===== src/rtl/core/sraf_pkg.sv =====
`timescale 1ns / 1ps
`default_nettype none
package sraf_pkg;

  localparam int MaxFrames  = 4096;
  localparam int MaxDims    = 64;
  localparam int NumRegions = 5;
  localparam int SumW       = 36;
  localparam int ValW       = 24;
  localparam int FrameW     = 12;
  localparam int CntW       = 13;
  localparam int DimW       = 6;
  localparam int AddrW      = $clog2(MaxDims);
  localparam int RegionW    = 3;
  localparam int DivW       = 11;
  localparam int StepW      = 6;
  localparam int CfgIdxW    = 3;
  localparam int DurW       = 5;

  typedef enum logic [1:0] {
    REQ_ELEM  = 2'd0,
    REQ_READ  = 2'd1,
    REQ_CLEAR = 2'd2,
    REQ_NONE  = 2'd3
  } req_t;

  localparam logic [CfgIdxW-1:0] CFG_NUM_FRAMES = 3'd0;
  localparam logic [CfgIdxW-1:0] CFG_SEG_START  = 3'd1;
  localparam logic [CfgIdxW-1:0] CFG_SEG_END    = 3'd2;
  localparam logic [CfgIdxW-1:0] CFG_FIRST_DIM  = 3'd3;
  localparam logic [CfgIdxW-1:0] CFG_LAST_DIM   = 3'd4;

  localparam logic [RegionW-1:0] RGN_FIRST  = 3'd0;
  localparam logic [RegionW-1:0] RGN_MIDDLE = 3'd1;
  localparam logic [RegionW-1:0] RGN_LAST   = 3'd2;
  localparam logic [RegionW-1:0] RGN_START  = 3'd3;
  localparam logic [RegionW-1:0] RGN_END    = 3'd4;

  localparam logic [DurW-1:0] DUR_OTHER = 5'd21;

  typedef struct packed {
    logic load;
    logic clear;
    logic rd_en;
    logic wr_en;
    logic div_init;
    logic div_step;
    logic out_load;
  } cmd_t;

  typedef struct packed {
    req_t req;
    logic div_done;
    logic out_free;
  } stat_t;

  // floor(x/10) for x below 43690, by reciprocal multiply
  function automatic logic [12:0] div10(input logic [14:0] x);
    logic [31:0] p;
    p = {17'd0, x} * 32'd52429;
    return p[31:19];
  endfunction

  function automatic logic signed [SumW-1:0] sat_add(input logic signed [SumW-1:0] a,
                                                    input logic signed [ValW-1:0] v);
    logic signed [SumW:0] s;
    s = {a[SumW-1], a} + {{(SumW+1-ValW){v[ValW-1]}}, v};
    if (s[SumW] != s[SumW-1]) begin
      return s[SumW] ? {1'b1, {(SumW-1){1'b0}}} : {1'b0, {(SumW-1){1'b1}}};
    end
    return s[SumW-1:0];
  endfunction

endpackage
`default_nettype wire


===== src/rtl/core/sraf_ctrl.sv =====
`timescale 1ns / 1ps
`default_nettype none
module sraf_ctrl (
  input  wire logic            clk,
  input  wire logic            rst_n,
  input  wire logic            in_tvalid,
  output logic                 in_tready,
  input  wire sraf_pkg::stat_t stat,
  output sraf_pkg::cmd_t       cmd
);

  typedef enum logic [5:0] {
    ST_IDLE  = 6'b000001,
    ST_CALC1 = 6'b000010,
    ST_CALC2 = 6'b000100,
    ST_UPD   = 6'b001000,
    ST_DIV   = 6'b010000,
    ST_DONE  = 6'b100000
  } state_t;

  state_t state_r, state_nxt;
  logic   init_r, init_nxt;

  always_ff @(posedge clk) begin
    if (!rst_n) begin
      state_r <= ST_IDLE;
      init_r  <= 1'b0;
    end else begin
      state_r <= state_nxt;
      init_r  <= init_nxt;
    end
  end

  always_comb begin
    state_nxt = state_r;
    init_nxt  = 1'b0;
    cmd       = '0;
    in_tready = 1'b0;
    unique case (state_r)
      ST_IDLE: begin
        in_tready = 1'b1;
        if (in_tvalid) begin
          cmd.load  = 1'b1;
          state_nxt = ST_CALC1;
        end
      end
      ST_CALC1: begin
        if (stat.req == sraf_pkg::REQ_CLEAR) begin
          cmd.clear = 1'b1;
          state_nxt = ST_IDLE;
        end else if (stat.req == sraf_pkg::REQ_NONE) begin
          state_nxt = ST_IDLE;
        end else begin
          cmd.rd_en = 1'b1;
          state_nxt = ST_CALC2;
        end
      end
      ST_CALC2: begin
        if (stat.req == sraf_pkg::REQ_ELEM) begin
          state_nxt = ST_UPD;
        end else begin
          init_nxt  = 1'b1;
          state_nxt = ST_DIV;
        end
      end
      ST_UPD: begin
        cmd.wr_en = 1'b1;
        state_nxt = ST_IDLE;
      end
      ST_DIV: begin
        if (init_r) begin
          cmd.div_init = 1'b1;
        end else if (stat.div_done) begin
          state_nxt = ST_DONE;
        end else begin
          cmd.div_step = 1'b1;
        end
      end
      ST_DONE: begin
        if (stat.out_free) begin
          cmd.out_load = 1'b1;
          state_nxt    = ST_IDLE;
        end
      end
      default: state_nxt = ST_IDLE;
    endcase
  end

endmodule
`default_nettype wire


===== config.mk =====
export PLATFORM = sky130hd
export DESIGN_NAME = sraf_ctrl
export DESIGN_NICKNAME = d
export VERILOG_FILES = /design/src/rtl/core/sraf_pkg.sv /design/src/rtl/core/sraf_ctrl.sv
export SDC_FILE = /design/constraint.sdc
export NUM_CORES = 1
export LEC_CHECK = 0
export BUFFER_PORTS_ARGS = -buffer_cell sky130_fd_sc_hd__buf_2
export CAP_MARGIN = 20
export CORE_AREA = 3 3 40 42
export DETAILED_ROUTE_END_ITERATION = 12
export DIE_AREA = 0 0 43 45
export GPL_TIMING_DRIVEN = 0
export SLEW_MARGIN = 15
export SYNTH_ARGS = -nofsm -noshare
export SYNTH_HDL_FRONTEND = slang
export SYNTH_SLANG_ARGS = --single-unit

===== constraint.sdc =====
create_clock -name clk -period 1.5 [get_ports clk]
set_input_delay 0.075 -clock clk [delete_from_list [all_inputs] [get_ports clk]]
set_output_delay 0.075 -clock clk [all_outputs]
set_load 0.02 [all_outputs]

==> qor.csv <==
metric,value,unit
Non-Filler Instances,91,
Worst Path Max Fanout,5,
via count,467,
gpl congestion,0.682,
root buf cell,clkbuf_4,
global-route wire length before repair,1680,um
Yosys warning count,0,
worst path cell trace,"or4_4, or4b_4, nand2_2, o211ai_1",
vias in the first global route,403,
Rel. slew slack,79.5,%
"most common cell after layout, fill and taps aside",buf_4,
Syn Area/Cell,8.47,um2
Worst Path Required,1.62,ns
startpoint types,flop,
"Clk Latency, worst-skew pair",0.25,ns
final WL,1150,um
Area Growth Syn to Fin,78.5,%
CTS tree,done,
WL per Instance,12.6,um
nets,84,
Site Rows,13,
reg2reg end,state_r[0]$_SDFFE_PN1P_,
Hold Path Class,input pin to flop,
minimum clock period,1.75,ns
sequential-to-total area share from yosys stat,34.5,%
endpoints failing hold,0,
n_diodes,0,
reg2reg start,state_r[0]$_SDFFE_PN1P_,
Synth cell types,25,
first drt pass iteration count,4,
Iter 0 DRT Violations,4,
DR DRC count,0,
Slowest cell on crit path,or4_4,
Critical Path Max Stage Delay,0.57,ns
share of layout cells above drive strength 1,68.4,%
Mapped Nets,55,
Max Freq,0.571,GHz
global route overflow,0,
drt via density,5.13,
HPWL Detailed,758,um
setup repair after global routing missed its margin,yes,
largest net degree at the start of global routing,9,
port bufs,14,
clk sink count,7,
worst reg2reg path depth,4,
die height,45,um
die width,43,um
skew final,0.00109,ns
TNS Setup,-2.02,ns
# IOs,15,
core region area,0.00128,mm2
Pwr Density,795,mW/mm2
initial antenna violation count,0,
R2R setup slack,-0.25,ns
TritonCTS Buffers,3,
GRT Util Overall,12.0,%
CTS max path bufs,2,
H-Tree Depth,1,
Post-Synthesis Cells,48,
hold path start,stat[2],
Die Footprint,0.00194,mm2
# setup viols final,12,
"flops & latches, synth",7,
arrival time at the worst endpoint,1.87,ns
Max Slew Vio Count,0,
Leak,0.300,nW
most frequent cells in the layout,"buf_4, buf_2, inv_1, dfxtp_2",
Hold EP,state_r[3]$_SDFFE_PN0P_,
Final Util,56.5,%
Syn Std Cell Area,407,um2
Final WS setup,-0.252,ns
Hold Path Stages,2,
Peak VDD IR,0.372,mV
Starting Density,31.6,%
placed instance count,77,
kind of critical path,flop to flop,
post-synth top area cell,dfxtp_1,
violated checks,negative setup slack,
hold slack,0.0553,ns
Final ANT Viol Nets,0,
Worst-path clk slew,0.05,ns
largest cells by area after synthesis,"dfxtp_1, nand3b_1, nor3b_1",
top cell type's share of synthesized area,34.5,%
final worst path period share,117,%
CP Capture Type,flop,
maximum capacitance violations,0,
Slew @ Worst Pin,0.304,ns
status,"complete, but fails checks",
## synthesized netlist by cell type, drive strengths merged
cell	n
nor2	4
inv	4
a211oi	1
nor4	3
nand4	1
dfxtp	7
nand2b	1
and3	1
o311ai	1
nor3	2
o211ai	1
a21oi	2
nor3b	3
o21bai	1
nand2	3
or3	2
o21ai	1
or4	3
or3b	1
or2b	1
nand3b	3
and2b	1
or4b	1
## worst max-delay path by stage
stage,start,end,cells past startpoint
finish,state_r[0]$_SDFFE_PN1P_,state_r[0]$_SDFFE_PN1P_,4
detailed placement,state_r[2]$_SDFFE_PN0P_,state_r[3]$_SDFFE_PN0P_,4
CTS,state_r[1]$_SDFFE_PN0P_,state_r[0]$_SDFFE_PN1P_,4
global placement,state_r[2]$_SDFFE_PN0P_,state_r[3]$_SDFFE_PN0P_,4
floorplan,state_r[2]$_SDFFE_PN0P_,state_r[0]$_SDFFE_PN1P_,4
global route,state_r[0]$_SDFFE_PN1P_,state_r[0]$_SDFFE_PN1P_,4
## flip-flops by register name (all words and copies together) (netlist names)
name,count
state_r,6
init_r,1
## cell families (layout without fill, tap and decap cells)
logic type / after synthesis / after routing / synth area share (%)
buf+inv: 4 / 32 / 3.69
simple gates: 30 / 30 / 50.5
compound gates: 7 / 7 / 11.4
flops: 7 / 7 / 34.5
## power by group
part	switching (mW)	internal [mW]	leakage, nW
logic	0.0987	0.102	0.225
registers	0.00996	0.198	0.0596
clock network	0.0667	0.101	0.0150
## repair_timing
item,in CTS,in global routing
setup buffers,6,4
pin swaps,13,10
endpoints found under the hold margin,0,0
setup endpoints to repair,15,13
gates resized for setup,18,15
hold buffers,0,0
## critical path: cells and delay by family (launching register included)
family,cells,cell delay (ns)
AND/OR/NAND/NOR,3,1.21
flip-flops,1,0.35
AO/OA/AOI/OAI,1,0.07
## cell type report
cell class                      instances  area, um2
Fill cell                             116        559
Timing Repair Buffer                   24        169
Sequential cell                         7        153
Tap cell                               15       18.8
Multi-Input combinational cell         37        344
Clock buffer                            4       26.3
Inverter                                4       15.0
## per-stage QoR
step / setup WS (ns) / total power [mW] / area [um2]
6_report: -0.252 / 0.577 / 726
5_1_grt: -0.294 / 0.608 / 726
4_1_cts: -0.238 / 0.546 / 644
3_5_place_dp: -0.253 / 0.337 / 500
3_3_place_gp: -0.239 / 0.336 / 500
2_1_floorplan: -0.156 / 0.297 / 412
## metal layers
| metal | track usage [%] | vias to the layer above | part of all wire (%) |
|---|---|---|---|
| li1 | - | 237 | - |
| met1 | 13.8 | 212 | 41 |
| met2 | 19.8 | 11 | 51 |
| met3 | 1.20 | 7 | 2.7 |
| met4 | 10.8 | 0 | 5.5 |
| met5 | 0 | - | 0 |
Note: power is estimated with default switching activity, not from simulation.
